**config.mk**
```make
export PLATFORM = sky130hd
export DESIGN_NAME = rgb_status_led_fader_top
export DESIGN_NICKNAME = d
export VERILOG_FILES = /design/src/rsf_pkg.sv /design/src/rgb_status_led_fader_top.sv /design/src/rsf_timebase.sv /design/src/rsf_channel.sv
export VERILOG_INCLUDE_DIRS = /design/src /design/src/src
export SDC_FILE = /design/constraint.sdc
export NUM_CORES = 1
export LEC_CHECK = 0
export BUFFER_PORTS_ARGS = -buffer_cell sky130_fd_sc_hd__buf_4
export CORE_UTILIZATION = 35
export DETAILED_ROUTE_END_ITERATION = 8
export MAX_ROUTING_LAYER = met4
export PLACE_DENSITY = 0.47
export SYNTH_ARGS = -nofsm -noshare
export SYNTH_HDL_FRONTEND = slang
export SYNTH_SLANG_ARGS = --single-unit
export TNS_END_PERCENT = 50
```
**constraint.sdc**
```tcl
create_clock -name clk -period 22.2 [get_ports clk]
set_input_delay 4.44 -clock clk [delete_from_list [all_inputs] [get_ports clk]]
set_output_delay 4.44 -clock clk [all_outputs]
set_load 0.005 [all_outputs]
```
**src/rgb_status_led_fader_top_macros.svh**
```systemverilog
// ----------------------------------------------------------------------------
// rgb_status_led_fader_top_macros
// Assertion macros used by the status LED fader top module.
// ----------------------------------------------------------------------------
`ifndef RGB_STATUS_LED_FADER_TOP_MACROS_SVH
`define RGB_STATUS_LED_FADER_TOP_MACROS_SVH

// check that cons holds in the same cycle as ante
`define RSF_ASSERT_IMP(label, ante, cons) \
    label: assert property (@(posedge clk) disable iff (!rst_n) (ante) |-> (cons)) \
        else $error("rsf same-cycle check failed");

// check that cons holds in the cycle after ante
`define RSF_ASSERT_NXT(label, ante, cons) \
    label: assert property (@(posedge clk) disable iff (!rst_n) (ante) |=> (cons)) \
        else $error("rsf next-cycle check failed");

`endif

```
**src/rsf_pkg.sv**
```systemverilog
// ----------------------------------------------------------------------------
// rsf_pkg
// Types, register codes and helpers for the status LED fader.
// ----------------------------------------------------------------------------
package rsf_pkg;

    localparam int CHANNELS_DEF = 3;
    localparam int PINS         = 3;
    localparam int LEVEL_W      = 8;
    localparam int CFG_IDX_W    = 3;
    localparam int CFG_DATA_W   = 8;
    localparam int S_TDATA_W    = 8;
    localparam int M_TDATA_W    = 32;

    localparam logic [LEVEL_W-1:0] FULL_LEVEL = 8'd255;

    localparam logic [7:0] TPS_RST           = 8'd250;
    localparam logic [7:0] RUN_TIMEOUT_RST   = 8'd30;
    localparam logic [7:0] START_TIMEOUT_RST = 8'd60;
    localparam logic [3:0] START_EDGES_RST   = 4'd4;
    localparam logic [3:0] INPUT_DELAY_RST   = 4'd5;
    localparam logic [3:0] FRAME_TICKS_RST   = 4'd4;

    typedef enum logic [CFG_IDX_W-1:0] {
        REG_TICKS_PER_SECOND  = 3'd0,
        REG_RUN_TIMEOUT_S     = 3'd1,
        REG_STARTUP_TIMEOUT_S = 3'd2,
        REG_STARTUP_EDGES     = 3'd3,
        REG_INPUT_DELAY_TICKS = 3'd4,
        REG_FRAME_TICKS       = 3'd5
    } cfg_idx_t;

    typedef enum logic {
        OP_TICK  = 1'b0,
        OP_EVENT = 1'b1
    } op_t;

    typedef enum logic [1:0] {
        MODE_WAIT   = 2'd0,
        MODE_CHANGE = 2'd1,
        MODE_BLINK  = 2'd2
    } mode_t;

    typedef struct packed {
        logic frame;
        logic apply_err;
        logic sample;
    } frame_ctl_t;

    // floor(v / 20) for 8-bit v by reciprocal multiply
    function automatic logic [LEVEL_W-1:0] div20(input logic [LEVEL_W-1:0] v);
        logic [15:0] p;
        p = {8'd0, v} * 16'd205;
        return {4'd0, p[15:12]};
    endfunction

endpackage

```
**src/rgb_status_led_fader_top.sv**
```systemverilog
// Flow: an accepted transfer waits in the input holding register and is processed
//   once the output slot is free; its result is presented from then on.
// Throughput: one item per cycle unless m_tready stalls; the input holding
//   register and the result-forming state registers update in the same cycle.
// Reset: rst_n asynchronous, active low; registers return to their defaults,
//   duties and goals clear, blue channel starts blinking.
// ----------------------------------------------------------------------------
// rgb_status_led_fader_top
// Three-channel status LED fader with tick/pin-event stream input.
// ----------------------------------------------------------------------------
`include "rgb_status_led_fader_top_macros.svh"

module rgb_status_led_fader_top
    import rsf_pkg::*;
#(
    parameter int CHANNELS = CHANNELS_DEF
)
(
    input  logic                  clk,
    input  logic                  rst_n,
    input  logic                  s_tvalid,
    output logic                  s_tready,
    input  logic [S_TDATA_W-1:0]  s_tdata,   // [2:0] pin_levels
    input  logic                  s_tuser,   // [0] op
    output logic                  m_tvalid,
    input  logic                  m_tready,
    // [7:0] red_level, [15:8] green_level, [23:16] blue_level, [24] red_enable,
    // [25] green_enable, [26] blue_enable, [27] watchdog_error, [28] locked
    output logic [M_TDATA_W-1:0]  m_tdata,
    input  logic                  cfg_we,
    input  logic [CFG_IDX_W-1:0]  cfg_index,
    input  logic [CFG_DATA_W-1:0] cfg_wdata
);

    logic            in_valid_reg, in_valid_next;
    logic            in_op_reg;
    logic [PINS-1:0] in_pins_reg;
    logic            out_valid_reg, out_valid_next;
    logic            adv;

    frame_ctl_t          ctl;
    logic                wdt_error, locked;
    logic [CHANNELS-1:0] pin_bit;
    logic [CHANNELS-1:0] ch_en;
    logic [LEVEL_W-1:0]  ch_level [CHANNELS];
    logic [LEVEL_W-1:0]  out_level [3];
    logic [2:0]          out_en;

    assign adv      = in_valid_reg && (!out_valid_reg || m_tready);
    assign s_tready = !in_valid_reg || adv;

    always_comb
    begin
        in_valid_next = in_valid_reg;
        if (s_tvalid && s_tready)
            in_valid_next = 1'b1;
        else if (adv)
            in_valid_next = 1'b0;
        out_valid_next = out_valid_reg;
        if (adv)
            out_valid_next = 1'b1;
        else if (m_tready)
            out_valid_next = 1'b0;
    end

    always_ff @(posedge clk or negedge rst_n)
    begin
        if (!rst_n)
        begin
            in_valid_reg  <= 1'b0;
            out_valid_reg <= 1'b0;
        end
        else
        begin
            in_valid_reg  <= in_valid_next;
            out_valid_reg <= out_valid_next;
        end
    end

    always_ff @(posedge clk)
    begin
        if (s_tvalid && s_tready)
        begin
            in_op_reg   <= s_tuser;
            in_pins_reg <= s_tdata[PINS-1:0];
        end
    end

    rsf_timebase u_timebase (
        .clk       (clk),
        .rst_n     (rst_n),
        .cfg_we    (cfg_we),
        .cfg_index (cfg_index),
        .cfg_wdata (cfg_wdata),
        .adv       (adv),
        .op        (in_op_reg),
        .ctl       (ctl),
        .wdt_error (wdt_error),
        .locked    (locked)
    );

    for (genvar c = 0; c < CHANNELS; c++)
    begin : g_ch
        if (c < PINS)
        begin : g_pin
            assign pin_bit[c] = in_pins_reg[PINS-1-c];
        end
        else
        begin : g_nopin
            assign pin_bit[c] = 1'b0;
        end

        rsf_channel #(
            .IDX (c)
        ) u_channel (
            .clk    (clk),
            .rst_n  (rst_n),
            .ctl    (ctl),
            .pin    (pin_bit[c]),
            .level  (ch_level[c]),
            .enable (ch_en[c])
        );
    end

    for (genvar k = 0; k < 3; k++)
    begin : g_out
        if (k < CHANNELS)
        begin : g_used
            assign out_level[k] = ch_level[k];
            assign out_en[k]    = ch_en[k];
        end
        else
        begin : g_unused
            assign out_level[k] = '0;
            assign out_en[k]    = 1'b0;
        end
    end

    assign m_tvalid = out_valid_reg;
    assign m_tdata  = {3'd0, locked, wdt_error, out_en,
                       out_level[2], out_level[1], out_level[0]};

    `RSF_ASSERT_IMP(a_lock_needs_error, locked, wdt_error)
    `RSF_ASSERT_NXT(a_adv_gives_result, adv, m_tvalid)
    `RSF_ASSERT_IMP(a_no_adv_on_stall, m_tvalid && !m_tready, !adv)
    `RSF_ASSERT_NXT(a_lock_sticky, locked, locked)

endmodule

```
**src/rsf_timebase.sv**
```systemverilog
// ----------------------------------------------------------------------------
// rsf_timebase
// Configuration registers, tick/second/frame counters, debounce and watchdog.
// ----------------------------------------------------------------------------
module rsf_timebase
    import rsf_pkg::*;
(
    input  logic                  clk,
    input  logic                  rst_n,
    input  logic                  cfg_we,
    input  logic [CFG_IDX_W-1:0]  cfg_index,
    input  logic [CFG_DATA_W-1:0] cfg_wdata,
    input  logic                  adv,
    input  logic                  op,
    output frame_ctl_t            ctl,
    output logic                  wdt_error,
    output logic                  locked
);

    logic [7:0] tps_reg, run_to_reg, start_to_reg;
    logic [3:0] delay_reg, frame_ticks_reg;

    logic [3:0] dcnt_reg, dcnt_next;
    logic       idle_reg, idle_next;
    logic [3:0] start_left_reg, start_left_next;
    logic [7:0] tick_reg, tick_next;
    logic [7:0] sec_reg, sec_next;
    logic [3:0] frame_reg, frame_next;
    logic       wdt_reg, wdt_next;
    logic       lock_reg, lock_next;

    logic [3:0] dcnt_dec;
    logic [7:0] tick_inc, sec_inc, timeout;
    logic [3:0] frame_inc;
    logic       sec_roll, frame_go, wdt_new, is_tick, is_event;

    always_ff @(posedge clk or negedge rst_n)
    begin
        if (!rst_n)
        begin
            tps_reg         <= TPS_RST;
            run_to_reg      <= RUN_TIMEOUT_RST;
            start_to_reg    <= START_TIMEOUT_RST;
            delay_reg       <= INPUT_DELAY_RST;
            frame_ticks_reg <= FRAME_TICKS_RST;
        end
        else if (cfg_we)
        begin
            unique case (cfg_index)
                REG_TICKS_PER_SECOND:  tps_reg         <= cfg_wdata;
                REG_RUN_TIMEOUT_S:     run_to_reg      <= cfg_wdata;
                REG_STARTUP_TIMEOUT_S: start_to_reg    <= cfg_wdata;
                REG_INPUT_DELAY_TICKS: delay_reg       <= cfg_wdata[3:0];
                REG_FRAME_TICKS:       frame_ticks_reg <= cfg_wdata[3:0];
                default: ;
            endcase
        end
    end

    assign is_tick  = adv && (op == OP_TICK);
    assign is_event = adv && (op == OP_EVENT);

    assign dcnt_dec  = (!idle_reg && dcnt_reg != 4'd0) ? dcnt_reg - 4'd1 : dcnt_reg;
    assign tick_inc  = tick_reg + 8'd1;
    assign sec_roll  = tick_inc >= tps_reg;
    assign sec_inc   = (sec_reg == 8'd255) ? sec_reg : sec_reg + 8'd1;
    assign timeout   = (start_left_reg == 4'd0) ? run_to_reg : start_to_reg;
    assign wdt_new   = wdt_reg || (sec_roll && sec_inc == timeout);
    assign frame_inc = frame_reg + 4'd1;
    assign frame_go  = frame_inc >= frame_ticks_reg;

    always_comb
    begin
        ctl.frame     = is_tick && frame_go;
        ctl.apply_err = ctl.frame && !lock_reg && wdt_new;
        ctl.sample    = ctl.frame && !lock_reg && !wdt_new && !idle_reg &&
                        dcnt_dec == 4'd0;
    end

    always_comb
    begin
        dcnt_next       = dcnt_reg;
        idle_next       = idle_reg;
        start_left_next = start_left_reg;
        tick_next       = tick_reg;
        sec_next        = sec_reg;
        frame_next      = frame_reg;
        wdt_next        = wdt_reg;
        lock_next       = lock_reg;
        if (is_tick)
        begin
            dcnt_next  = dcnt_dec;
            tick_next  = sec_roll ? 8'd0 : tick_inc;
            sec_next   = sec_roll ? sec_inc : sec_reg;
            wdt_next   = wdt_new;
            frame_next = frame_go ? 4'd0 : frame_inc;
            if (ctl.apply_err)
                lock_next = 1'b1;
            if (ctl.sample)
                idle_next = 1'b1;
        end
        else if (is_event)
        begin
            if (start_left_reg != 4'd0)
                start_left_next = start_left_reg - 4'd1;
            else
            begin
                if (idle_reg)
                begin
                    dcnt_next = delay_reg;
                    idle_next = 1'b0;
                end
                sec_next = 8'd0;
            end
        end
        if (cfg_we && cfg_index == REG_STARTUP_EDGES)
            start_left_next = cfg_wdata[3:0];
    end

    always_ff @(posedge clk or negedge rst_n)
    begin
        if (!rst_n)
        begin
            dcnt_reg       <= 4'd0;
            idle_reg       <= 1'b1;
            start_left_reg <= START_EDGES_RST;
            tick_reg       <= 8'd0;
            sec_reg        <= 8'd0;
            frame_reg      <= 4'd0;
            wdt_reg        <= 1'b0;
            lock_reg       <= 1'b0;
        end
        else
        begin
            dcnt_reg       <= dcnt_next;
            idle_reg       <= idle_next;
            start_left_reg <= start_left_next;
            tick_reg       <= tick_next;
            sec_reg        <= sec_next;
            frame_reg      <= frame_next;
            wdt_reg        <= wdt_next;
            lock_reg       <= lock_next;
        end
    end

    assign wdt_error = wdt_reg;
    assign locked    = lock_reg;

endmodule

```
**src/rsf_channel.sv**
```systemverilog
// ----------------------------------------------------------------------------
// rsf_channel
// One LED channel: goal update, then ramp, blink or finish a change per frame.
// ----------------------------------------------------------------------------
module rsf_channel
    import rsf_pkg::*;
#(
    parameter int IDX = 0
)
(
    input  logic               clk,
    input  logic               rst_n,
    input  frame_ctl_t         ctl,
    input  logic               pin,
    output logic [LEVEL_W-1:0] level,
    output logic               enable
);

    localparam logic IS_FIRST  = (IDX == 0);
    localparam logic BLINK_RST = (IDX == 2);

    logic [LEVEL_W-1:0] duty_reg, duty_next;
    logic [LEVEL_W-1:0] goal_reg, goal_next;
    mode_t              mode_reg, mode_next;
    logic               en_reg, en_next;

    logic [LEVEL_W-1:0] g1;
    mode_t              m1;
    logic               e1;
    logic [LEVEL_W-1:0] diff;
    logic [LEVEL_W:0]   up;

    always_comb
    begin
        g1 = goal_reg;
        m1 = mode_reg;
        e1 = en_reg;
        priority if (ctl.apply_err)
        begin
            if (IS_FIRST)
            begin
                m1 = MODE_BLINK;
                e1 = 1'b1;
            end
            else
            begin
                g1 = '0;
                m1 = MODE_CHANGE;
            end
        end
        else if (ctl.sample)
        begin
            if (pin)
            begin
                g1 = FULL_LEVEL;
                e1 = 1'b1;
                m1 = MODE_CHANGE;
            end
            else if (goal_reg != '0)
            begin
                g1 = '0;
                e1 = 1'b1;
                m1 = MODE_CHANGE;
            end
        end
        else
        begin
        end
    end

    assign diff = duty_reg - g1;
    assign up   = {1'b0, duty_reg} + {1'b0, div20(duty_reg)} + 9'd1;

    always_comb
    begin
        duty_next = duty_reg;
        goal_next = g1;
        mode_next = m1;
        en_next   = e1;
        priority if (duty_reg == g1 && m1 != MODE_WAIT)
        begin
            unique case (m1)
                MODE_BLINK:
                    goal_next = (g1 == '0) ? FULL_LEVEL : '0;
                MODE_CHANGE:
                begin
                    if (g1 == '0)
                        en_next = 1'b0;
                    mode_next = MODE_WAIT;
                end
                default: ;
            endcase
        end
        else if (duty_reg > g1)
            duty_next = duty_reg - (div20(diff) + 8'd1);
        else
            duty_next = up[LEVEL_W] ? g1 : up[LEVEL_W-1:0];
    end

    always_ff @(posedge clk or negedge rst_n)
    begin
        if (!rst_n)
        begin
            duty_reg <= '0;
            goal_reg <= '0;
            mode_reg <= BLINK_RST ? MODE_BLINK : MODE_WAIT;
            en_reg   <= BLINK_RST;
        end
        else if (ctl.frame)
        begin
            duty_reg <= duty_next;
            goal_reg <= goal_next;
            mode_reg <= mode_next;
            en_reg   <= en_next;
        end
    end

    assign level  = duty_reg;
    assign enable = en_reg;

endmodule
```
* Yosys cells after proc, flatten, opt, wreduce, memory -nomap -nowiden
Index checks and enable logic that the tools add are counted.
** Word-level totals
- Register bits :: 126
- Bits in latches :: 0
- Bits in writable memories :: 0
- Bits in read-only memories :: 0
- Bits of input ports :: 25
- Output and inout port bits :: 34
- Logic and storage cells :: 232
- Memories kept :: 0
** Operators by class
- $add $sub $neg :: 20
- Multipliers :: 6
- Divide/modulo/power cells :: 0
- $lt $le $gt $ge :: 5
- Eq/ne operators :: 20
- Shift operators :: 0
- Mux-type cells :: 91
- Bitwise logic cells :: 4
- Reductions and logical operators :: 57
** Operators with widths (number)
- 8-bit two-way mux :: 34
- 8-bit by 8-bit multiplier with 16-bit output (second input constant) :: 6
- 8-bit subtractor :: 6
- 4-bit two-way mux :: 10
- 2-bit two-way mux :: 18
- 8-bit == test :: 4
- 1-bit two-way mux :: 29
- 8-bit by 4-bit adder with 9-bit output :: 3
- 9-bit by 1-bit adder with 9-bit output (second input constant) :: 3
- 8-bit greater-than comparator :: 3
- 8-bit logical NOT :: 3
- 8-bit nonzero test :: 3
- 2-bit AND reduction :: 9
- 2-bit nonzero test :: 9
- 8-bit by 1-bit adder with 8-bit output (second input constant) :: 2
- 1-bit logical AND :: 16
- 4-bit by 1-bit adder with 5-bit output (second input constant) :: 3
- 3-bit AND reduction :: 4
- 8-bit == test (second input constant) :: 1
- 8-bit greater-or-equal comparator :: 1
- 4-bit logical NOT :: 2
- 4-bit nonzero test :: 2
- 4-bit by 1-bit subtractor with 4-bit output (second input constant) :: 2
- 2-bit by 1-bit == test with 1-bit output (second input constant) :: 3
- other kinds (12) :: 27

* Logic depth before layout (Yosys ltp)
Gate-level depths: netlist of the first run.
- Depth in word-level cells :: 16
- Mapped depth :: 49

* Hierarchy
A second synthesis of the first run with hierarchy kept.
** Second synthesis, totals
- Cells, all modules :: 1799
- Area total of the unflattened synthesis :: 16544.6 um2
** Modules (own cells, without submodules)
- rsf_channel (g_ch[2].u_channel) :: times used 1, cells an instance 490, area each 4429.2 um2
- rsf_channel (g_ch[1].u_channel) :: times used 1, cells an instance 460, area each 4160.2 um2
- rsf_channel (g_ch[0].u_channel) :: times used 1, cells an instance 453, area each 4047.6 um2
- rsf_timebase :: times used 1, cells an instance 378, area each 3642.2 um2
- rgb_status_led_fader_top :: times used 1, cells an instance 18, area each 265.3 um2

* Worst setup path before layout of the first run
OpenSTA, ideal clock, no wires.
- Kind :: input -> register
- Start point :: in m_tready
- End point :: reg g_ch[0].u_channel.duty_reg[7]
- Setup time :: 0.123 ns
- Arrival :: 13.017 ns
- Slack :: 9.059 ns
- Stages :: 45
- Cells stage by stage :: nand2b_1 nand2_1 or2_2 clkbuf_1 or4_1 nor4_2 o31ai_4 mux2i_1 xnor2_1 inv_1 ha_1 o32a_1 o21ai_0 nand2_1 a21oi_1 o21ba_2 xnor2_1 ha_1 [... 9 more ...] nor2_1 nand2_1 a21o_1 mux2i_1 o31a_1 nor2_1 xnor2_1 ha_1 inv_1 ha_1 a21o_1 a21o_1 a21o_1 a21o_1 a21boi_0 nand2_1 mux2_2 a2bb2oi_1
** On the way
- Cells in the longest elaborated chain, start to end :: 15
- Elaborated cells on any way between the ends :: 25
** RTL lines
- start, declared :: RTL line rgb_status_led_fader_top.sv:26 : input logic m_tready,
- 1-bit logical OR (*) :: RTL line rgb_status_led_fader_top.sv:49 : assign adv = in_valid_reg && (!out_valid_reg || m_tready);
- 1-bit logical AND (*) :: RTL line rgb_status_led_fader_top.sv:49
- 1-bit logical AND (*) :: RTL line rsf_timebase.sv:60 : assign is_tick = adv && (op == OP_TICK);
- 1-bit logical AND (*) :: RTL line rsf_timebase.sv:74 : ctl.frame = is_tick && frame_go;
- 1-bit logical AND :: RTL line rsf_timebase.sv:75, rsf_timebase.sv:76
- 1-bit logical AND (3 in a row) :: RTL line rsf_timebase.sv:76 : ctl.sample = ctl.frame && !lock_reg && !wdt_new && !idle_reg &&
- 8-bit two-way mux :: RTL line rsf_channel.sv:51 : else if (ctl.sample)
- 8-bit two-way mux :: RTL line rsf_channel.sv:38 : priority if (ctl.apply_err)
- 8-bit subtractor :: RTL line rsf_channel.sv:71 : assign diff = duty_reg - g1;
- 8-bit by 8-bit multiplier with 16-bit output :: RTL line rsf_pkg.sv:53 : p = {8'd0, v} * 16'd205;
- 4-bit by 1-bit adder with 5-bit output :: RTL line rsf_channel.sv:95 : duty_next = duty_reg - (div20(diff) + 8'd1);
- 8-bit subtractor :: RTL line rsf_channel.sv:95
- 8-bit two-way mux :: RTL line rsf_channel.sv:94 : else if (duty_reg > g1)
- end signal, assigned :: RTL line rsf_channel.sv:111 : duty_reg <= duty_next;
- end, declared :: RTL line rsf_channel.sv:22 : logic [LEVEL_W-1:0] duty_reg, duty_next;
Every way passes the cells marked *; elsewhere a longest branch is shown, timed or not.
A chain may end at the register's enable or synchronous reset.

* Worst setup path in the final report of the first run
Same ends and word-level chain as after synthesis.

==> flow_summary.ini, run 1 <==
[status]
status = finished, final reports clean

[clocking]
cts_max_level = 4
numCtsBuffers = 17
clkTransAtPathRegs_ns = 0.06
cts_repair_resize_count = 0
clockBufferDepth = 2
hold_buffers = 0
root_buffer = sky130_fd_sc_hd__clkbuf_16
post-cts-setup-buffers = 0
clkSinkCount = 126
clock_latency_ns = 0.42
cts_tree = done

[sta]
clock.fmax_mhz = 70.4
grt_setup_unrepaired = no
max_slew.worst_pin.slew_ns = 1.13
setup-tns-final_ns = 0
postLayoutSetupSlackWorst_ns = 7.99
number_of_pins_with_negative_max_slew_slack_in_the_final_report = 0
final_period_minus_worst_setup_slack_ns = 14.21
min_period_over_period_pct = 64.0
setup-violations-final = 0
finalClockSkew_ns = 0.0135
slew_headroom_pct = 24.0
hold_viol_final = 0

[grt]
track_usage_pct = 16.7
grt.overflow.total = 0
antenna_found_initial = 0
grt_max_degree = 67
first_global_vias = 11824
grt_pass1_wl_mm = 59.3

[floorplanning]
io_pins = 59
floorplan.die.height_um = 213
die_area_mm2 = 0.0454
placementRows = 77
floorplan.initialDensity_pct = 35.4
floorplan.die.width_um = 213
area_of_the_core_region_mm2 = 0.0441

[setup_path]
path_common_cell = sky130_fd_sc_hd__inv_1
worstSetupEndpointType = flop
critical_path_peak_fanout = 35
timing.critical_path.required_ns = 22.50
startpoint_type = primary input
cpMaxStageDelayCell = sky130_fd_sc_hd__fa_1
crit_type = in2reg
ff2ff_setup_slack_ns = 10.59
r2r_start = u_timebase.start_left_reg[0]
max_stage_delay_ns = 0.54
reg2reg_to = g_ch[0].u_channel.level[7]
timing.reg2reg.worst_path_depth = 47
crit_arrival_ns = 14.50

[placed_design]
place_worst_setup_slack_ns = 7.50
buffers_added_on_ports = 50
place.detailed.hpwl_mm = 27.3
routabilityCongestion = 0.823

[finish]
area_growth_pct = 10.2
num-nets-final = 2180
drive_gt1_share_pct = 9.72
utilization_pct = 39.0
antenna_cells = 0

[synth]
synth_largest_area_cell = sky130_fd_sc_hd__ha_1
synth.ff_latch_count = 126
unique_masters_post_synth = 75
yosys.area.top_type_share_pct = 26.1
synth_top_cells_by_count = sky130_fd_sc_hd__ha_1 (325), sky130_fd_sc_hd__inv_1 (269), sky130_fd_sc_hd__nand2_1 (116), sky130_fd_sc_hd__dfrtp_1 (101), sky130_fd_sc_hd__o21ai_0 (98)
synth-warning-count = 0
sequential_to_total_area_share_from_yosys_stat_pct = 20.5
synthMostInstantiatedCell = sky130_fd_sc_hd__ha_1
post_synth_main_area_contributors = sky130_fd_sc_hd__ha_1 (26%), sky130_fd_sc_hd__dfrtp_1 (16%), sky130_fd_sc_hd__fa_1 (9.5%)
syn-cell-area_mm2 = 0.0156
post_synth.cell_area_avg_um2 = 9.09
synthFlopType = sky130_fd_sc_hd__dfrtp_1
async_reset_ff_share_pct = 96.8
synth_edf_count = 4
synthCells = 1717

[drt]
routed-via-count = 11601
wl_mm = 34.4
first_iter_violations = 455
drtPass1Iterations = 5
ant_nets = 0
drt-wirelength-per-cell_um = 14.6
via_per_inst = 4.91
drcViolationCount = 0

[hold_path]
hold_crit_depth = 2
worst_hold_path_type = reg2reg
endpoint_with_the_worst_hold_slack = u_timebase.frame_reg[3]
hold_start = u_timebase.frame_reg[3]

[job]
reported_max_cap_violation_count = 0
## logic make-up after synthesis
group | count (synthesis) | synth area share, %
and+or+nand+nor | 354 | 11.2
adders and majority gates | 401 | 35.7
muxes | 55 | 3.90
xor gates and xnor gates | 106 | 6.07
other | 1 | 0.0240
DFF | 126 | 20.5
AOI/OAI and AO/OA | 365 | 14.9
buffers and inverters | 309 | 7.70
## critical path, delay by kind of cell
kind | cells | cell delay, ns
buffers and inverters | 8 | 0.73
AND/OR/NAND/NOR | 11 | 2.19
AO/OA/AOI/OAI | 13 | 2.57
XOR/XNOR | 3 | 0.55
multiplexers | 3 | 1.00
adder cells (fa/ha/maj) | 8 | 2.97
## final cells by class
cell class | instances | area, µm²
clock inverters | 9 | 111
fillers | 4553 | 26900
well taps | 592 | 741
repair buffers | 58 | 435
inverters | 269 | 1010
clock buffers | 23 | 479
flip-flops and latches | 126 | 3200
multi-input cells | 1284 | 11200
## layout by cell type, fill, tap and decap left out, types with 4 or more instances in the layout
| cell | instances |
|---|---|
| sky130_fd_sc_hd__or2_2 | 16 |
| sky130_fd_sc_hd__dfstp_2 | 21 |
| sky130_fd_sc_hd__buf_4 | 58 |
| sky130_fd_sc_hd__nor2b_1 | 25 |
| sky130_fd_sc_hd__o21ai_1 | 6 |
| sky130_fd_sc_hd__xor2_1 | 40 |
| sky130_fd_sc_hd__nand2b_1 | 16 |
| sky130_fd_sc_hd__o22ai_1 | 5 |
| sky130_fd_sc_hd__o211ai_1 | 9 |
| sky130_fd_sc_hd__nor2_1 | 63 |
| sky130_fd_sc_hd__fa_1 | 74 |
| sky130_fd_sc_hd__nor3_1 | 26 |
| sky130_fd_sc_hd__o21a_1 | 32 |
| sky130_fd_sc_hd__nand2_1 | 116 |
| sky130_fd_sc_hd__o21bai_1 | 9 |
| sky130_fd_sc_hd__or4_1 | 4 |
| sky130_fd_sc_hd__mux2_2 | 34 |
| sky130_fd_sc_hd__and3_1 | 10 |
| sky130_fd_sc_hd__edfxtp_1 | 4 |
| sky130_fd_sc_hd__nor3b_1 | 7 |
| sky130_fd_sc_hd__dfrtp_1 | 101 |
| sky130_fd_sc_hd__a21oi_1 | 84 |
| sky130_fd_sc_hd__ha_1 | 325 |
| sky130_fd_sc_hd__nor4_1 | 11 |
| sky130_fd_sc_hd__a21o_1 | 62 |
| sky130_fd_sc_hd__clkbuf_16 | 18 |
| sky130_fd_sc_hd__nand4_1 | 12 |
| sky130_fd_sc_hd__inv_1 | 269 |
| sky130_fd_sc_hd__a211oi_1 | 6 |
| sky130_fd_sc_hd__and2_1 | 8 |
| sky130_fd_sc_hd__a31oi_1 | 9 |
| sky130_fd_sc_hd__or3_1 | 4 |
| sky130_fd_sc_hd__xnor2_1 | 65 |
| sky130_fd_sc_hd__o21ai_0 | 98 |
| sky130_fd_sc_hd__nand3_1 | 24 |
| sky130_fd_sc_hd__mux2i_1 | 19 |
| sky130_fd_sc_hd__and4_1 | 4 |
| sky130_fd_sc_hd__clkinvlp_4 | 5 |
| sky130_fd_sc_hd__clkbuf_1 | 4 |
## metrics by stage
stage,instances,hold slack [ns],instance area (µm²)
2_1_floorplan,1719,0.460,15600
5_1_grt,2361,0.522,17200
4_1_cts,2361,0.495,17200
3_5_place_dp,2329,0.481,16600
6_report,2361,0.494,17200
3_3_place_gp,2329,0.474,16600
## layer usage
layer	track usage [%]	up-vias	wire length, µm
met5	-	-	0
met4	3.13	0	265
met3	1.68	16	839
met2	26.7	116	16000
met1	22.9	5510	17300
li1	-	5959	-
## worst max path at each step
stage	from	end	slack, ns	depth (start not counted)
after floorplan	m_tready	g_ch[0].u_channel.level[7]	9.06	45
after global placement	m_tready	g_ch[0].u_channel.level[7]	7.57	46
after detailed placement	m_tready	g_ch[0].u_channel.level[7]	7.50	46
after CTS	m_tready	g_ch[0].u_channel.level[7]	7.91	46
after global routing	m_tready	g_ch[0].u_channel.level[7]	7.03	43
final	m_tready	g_ch[0].u_channel.level[7]	7.99	46
Power of run 1 is not shown: default switching activity piles up to over one toggle a cycle in this logic, so the estimate is an artifact.
==> inputs of run 2 (changes only) <==
- PLACE_DENSITY: 0.47 -> 0.49
- clock period: 22.2 -> 11.43 ns (I/O delays scaled with it)
==> flow_summary.ini, run 2 (synthesis gave the netlist of run 1 again) <==
[grt]
first_global_vias = 11759
grt.overflow.total = 0
grt_max_degree = 73
antenna_found_initial = 0
track_usage_pct = 16.4
grt_pass1_wl_mm = 58.1

[clocking]
clockBufferDepth = 2
post-cts-setup-buffers = 0
clkSinkCount = 126
numCtsBuffers = 17
clock_latency_ns = 0.44
cts_tree = done
root_buffer = sky130_fd_sc_hd__clkbuf_16
clkTransAtPathRegs_ns = 0.07
hold_buffers = 0
cts_max_level = 4

[setup_path]
critical_path_peak_fanout = 5
worst_path_dominant_cell_family = adder cells
worstSetupPathDepth = 39
crit_type = in2reg
startpoint_type = primary input
crit_arrival_ns = 11.09
worstSetupEndpointType = flop
max_stage_delay_ns = 0.57
critPathBufInv = 3
timing.reg2reg.worst_path_depth = 43
cpMaxStageDelayCell = sky130_fd_sc_hd__fa_1
timing.critical_path.required_ns = 11.75

[floorplanning]
floorplan.die.width_um = 213
die_area_mm2 = 0.0454
placementRows = 77
area_of_the_core_region_mm2 = 0.0441
floorplan.initialDensity_pct = 35.4
io_pins = 59
floorplan.die.height_um = 213

[sta]
number_of_pins_with_negative_max_slew_slack_in_the_final_report = 0
grt_setup_unrepaired = yes
hold_viol_final = 0
min_period_over_period_pct = 94.3
fin_worst_hold_slack_ns = 0.499
finalClockSkew_ns = 0.0125
slew_headroom_pct = 28.4
postLayoutSetupSlackWorst_ns = 0.656
final_period_minus_worst_setup_slack_ns = 10.77
setup-violations-final = 0
max_slew.worst_pin.slew_ns = 1.07
clock.fmax_mhz = 92.8

[drt]
first_iter_violations = 453
wl_mm = 33.9
drt-wirelength-per-cell_um = 14.2
drtPass1Iterations = 4
drcViolationCount = 0
via_per_inst = 4.89
routed-via-count = 11617
ant_nets = 0

[placed_design]
buffers_added_on_ports = 50
place_worst_setup_slack_ns = 0.0527
place.detailed.hpwl_mm = 27.2
routabilityCongestion = 0.805

[hold_path]
hold_crit_depth = 2
worst_hold_path_type = reg2reg

[finish]
layout.cells.most_common = sky130_fd_sc_hd__ha_1
num-nets-final = 2196
antenna_cells = 0
filler_cell_count = 4555
area_growth_pct = 11.2
drive_gt1_share_pct = 10.9
mostFrequentLayoutCells = sky130_fd_sc_hd__ha_1 (325), sky130_fd_sc_hd__inv_1 (269), sky130_fd_sc_hd__nand2_1 (116)

[status]
status = finished, final reports clean

[job]
reported_max_cap_violation_count = 0
==> run 2: worst paths after layout <==
path	from	end	slack (ns)
min in group asynchronous	rst_n	u_timebase.start_to_reg[6]	1.82
min	u_timebase.frame_reg[3]	u_timebase.frame_reg[3]	0.50
max in group asynchronous	rst_n	g_ch[0].u_channel.level[4]	8.22
max reg2reg	u_timebase.start_left_reg[0]	g_ch[0].u_channel.level[7]	0.86
max	m_tready	g_ch[0].u_channel.level[7]	0.66
min reg2reg	u_timebase.frame_reg[3]	u_timebase.frame_reg[3]	0.50
==> run 2: final cells by class <==
type | count | area, µm² | area share (%)
Multi-Input combinational cell | 1284 | 11200 | 64.8
Sequential cell | 126 | 3200 | 18.4
Inverter | 269 | 1010 | 5.82
Tap cell | 592 | 741 | 4.27
Timing Repair Buffer | 74 | 563 | 3.24
Clock buffer | 19 | 454 | 2.62
Clock inverter | 13 | 144 | 0.829
==> run 2: what timing repair did <==
action | in CTS | in global routing
endpoints found under the hold margin | 0 | 0
gates resized for setup | 0 | 8
setup endpoints to repair | 0 | 7
==> run 2: through the flow <==
stage / cells / util (%) / TNS, ns / cell area [µm²]
6_report: 2377 / 39.3 / 0 / 17400
5_1_grt: 2377 / 39.3 / -0.0107 / 17400
4_1_cts: 2377 / 39.3 / 0 / 17300
3_5_place_dp: 2345 / 37.9 / 0 / 16700
3_3_place_gp: 2345 / 37.9 / 0 / 16700
2_1_floorplan: 1719 / - / 0 / 15600
==> run 2: worst reg2reg max path: cells and delay by family, from the launching register on <==
kind                     cells  cell delay (ns)
adder cells (fa/ha/maj)     11             3.54
buffers and inverters        5             0.84
AND/OR/NAND/NOR              6             1.02
AO/OA/AOI/OAI               16             3.42
XOR/XNOR                     2             0.40
multiplexers                 3             0.85
flip-flops                   1             0.38
==> run 2: metal layers <==
metal / track usage [%] / up-vias / wire length (µm)
met5: - / - / 0
li1: - / 5992 / -
met2: 26.8 / 96 / 15800
met4: 3.40 / 0 / 311
met1: 21.5 / 5512 / 17000
met3: 2.16 / 17 / 768
Power of run 2 is left out for the same reason.
==> inputs of run 3 (changes only) <==
- PLACE_DENSITY: 0.49 -> 0.47
- clock period: 11.43 -> 13.7 ns (I/O delays scaled with it)
==> flow_summary.ini, run 3 (synthesis gave the netlist of run 1 again) <==
[setup_path]
r2r_start = u_timebase.start_left_reg[0]
timing.reg2reg.worst_path_depth = 46
critical_path_peak_fanout = 6
crit_type = in2reg
cp-endpoint = g_ch[0].u_channel.level[7]
worstSetupEndpointType = flop
cpMaxStageDelayCell = sky130_fd_sc_hd__fa_1
ff2ff_setup_slack_ns = 2.26
crit_arrival_ns = 12.30
max_stage_delay_ns = 0.54
timing.critical_path.required_ns = 14.00
startpoint_type = primary input
worst_setup_path_startpoint = m_tready
path_common_cell = sky130_fd_sc_hd__inv_1
reg2reg_to = g_ch[2].u_channel.level[6]

[clocking]
cts_repair_resize_count = 0
clockBufferDepth = 2
cts_max_level = 4
clkTransAtPathRegs_ns = 0.06
hold_buffers = 0
root_buffer = sky130_fd_sc_hd__clkbuf_16
clock_latency_ns = 0.43
post-cts-setup-buffers = 0
clkSinkCount = 126
cts_tree = done
numCtsBuffers = 17

[finish]
antenna_cells = 0
num-nets-final = 2180
stdcell_area_mm2 = 0.0172
filler_cell_count = 4465
drive_gt1_share_pct = 9.95
layout.cells.most_common = sky130_fd_sc_hd__ha_1
area_growth_pct = 10.4
mostFrequentLayoutCells = sky130_fd_sc_hd__ha_1 (325), sky130_fd_sc_hd__inv_1 (269), sky130_fd_sc_hd__nand2_1 (116)

[grt]
met3_track_usage_gr_pct = 1.87
grt-busiest-layer = met2
first_global_vias = 11617
grt.overflow.total = 0
grt_use_met1_pct = 22.6
antenna_found_initial = 0
grt.met2_usage_pct = 26.3
track_usage_pct = 16.5
grt_pass1_wl_mm = 58.8
grt_max_degree = 69

[sta]
grt_setup_unrepaired = no
finalClockSkew_ns = 0.0127
clock.fmax_mhz = 83.3
final_period_minus_worst_setup_slack_ns = 12.00
hold_viol_final = 0
setup-tns-final_ns = 0
setup-violations-final = 0
number_of_pins_with_negative_max_slew_slack_in_the_final_report = 0
max_slew.worst_pin.slew_ns = 1.18
min_period_over_period_pct = 87.6
slew_headroom_pct = 21.1
fin_worst_hold_slack_ns = 0.504

[status]
status = finished, final reports clean

[drt]
drt-wirelength-per-cell_um = 14.5
wl_mm = 34.3
first_iter_violations = 413
via_per_inst = 4.91
drcViolationCount = 0
drtPass1Iterations = 7
ant_nets = 0
routed-via-count = 11586

[floorplanning]
floorplan.die.height_um = 213
die_area_mm2 = 0.0454
floorplan.initialDensity_pct = 35.4
floorplan.die.width_um = 213
placementRows = 77
io_pins = 59
area_of_the_core_region_mm2 = 0.0441

[hold_path]
worst_hold_path_type = reg2reg

[placed_design]
instance_area_after_placement_mm2 = 0.0166
place.detailed.hpwl_mm = 27.5
buffers_added_on_ports = 50
routabilityCongestion = 0.819

[job]
reported_max_cap_violation_count = 0
-- run 3: changes by cell type in the layout (fill, tap and decap cells not counted), sizes merged --
cell    before  now
buf         74   58
inv        277  271
clkinv       3    7
bufinv       1    3
-- run 3: worst min path at each step --
stage | startpoint | slack (ns) | cells after the start | endpoint
after global routing | u_timebase.tps_reg[4] | 0.52 | 2 | u_timebase.tps_reg[4]
after global placement | u_timebase.tick_reg[7] | 0.49 | 2 | u_timebase.tick_reg[7]
final | u_timebase.tps_reg[4] | 0.50 | 2 | u_timebase.tps_reg[4]
after floorplan | u_timebase.frame_reg[3] | 0.46 | 2 | u_timebase.frame_reg[3]
after CTS | u_timebase.frame_reg[1] | 0.50 | 2 | u_timebase.frame_reg[1]
after detailed placement | u_timebase.frame_reg[1] | 0.49 | 2 | u_timebase.frame_reg[1]
-- run 3: through the flow --
step / util (%) / instances / worst slack, ns
2_1_floorplan: - / 1719 / 2.26
3_3_place_gp: 37.7 / 2329 / 1.26
3_5_place_dp: 37.7 / 2329 / 1.20
4_1_cts: 39.0 / 2361 / 1.60
5_1_grt: 39.0 / 2361 / 0.901
6_report: 39.0 / 2361 / 1.70
-- run 3: critical path, delay by kind of cell --
| kind | cells | cell delay (ns) |
|---|---|---|
| xor+xnor | 3 | 0.56 |
| simple gates | 11 | 1.87 |
| buf+inv | 7 | 0.49 |
| fa+ha+maj | 8 | 2.98 |
| compound gates | 13 | 2.60 |
| mux | 3 | 1.03 |
-- run 3: per-layer routing --
metal	up-vias	part of all wire (%)
li1	5967	-
met1	5508	51
met2	90	46
met3	21	2.1
met4	0	0.97
met5	-	0
-- run 3: cell type report --
type	count	area (µm²)	area share [%]
Clock inverter	13	161	0.937
Timing Repair Buffer	58	435	2.53
Multi-Input combinational cell	1284	11200	65.2
Clock buffer	19	453	2.63
Tap cell	592	741	4.30
Inverter	269	1010	5.86
Sequential cell	126	3200	18.6
Power of run 3 is left out for the same reason.
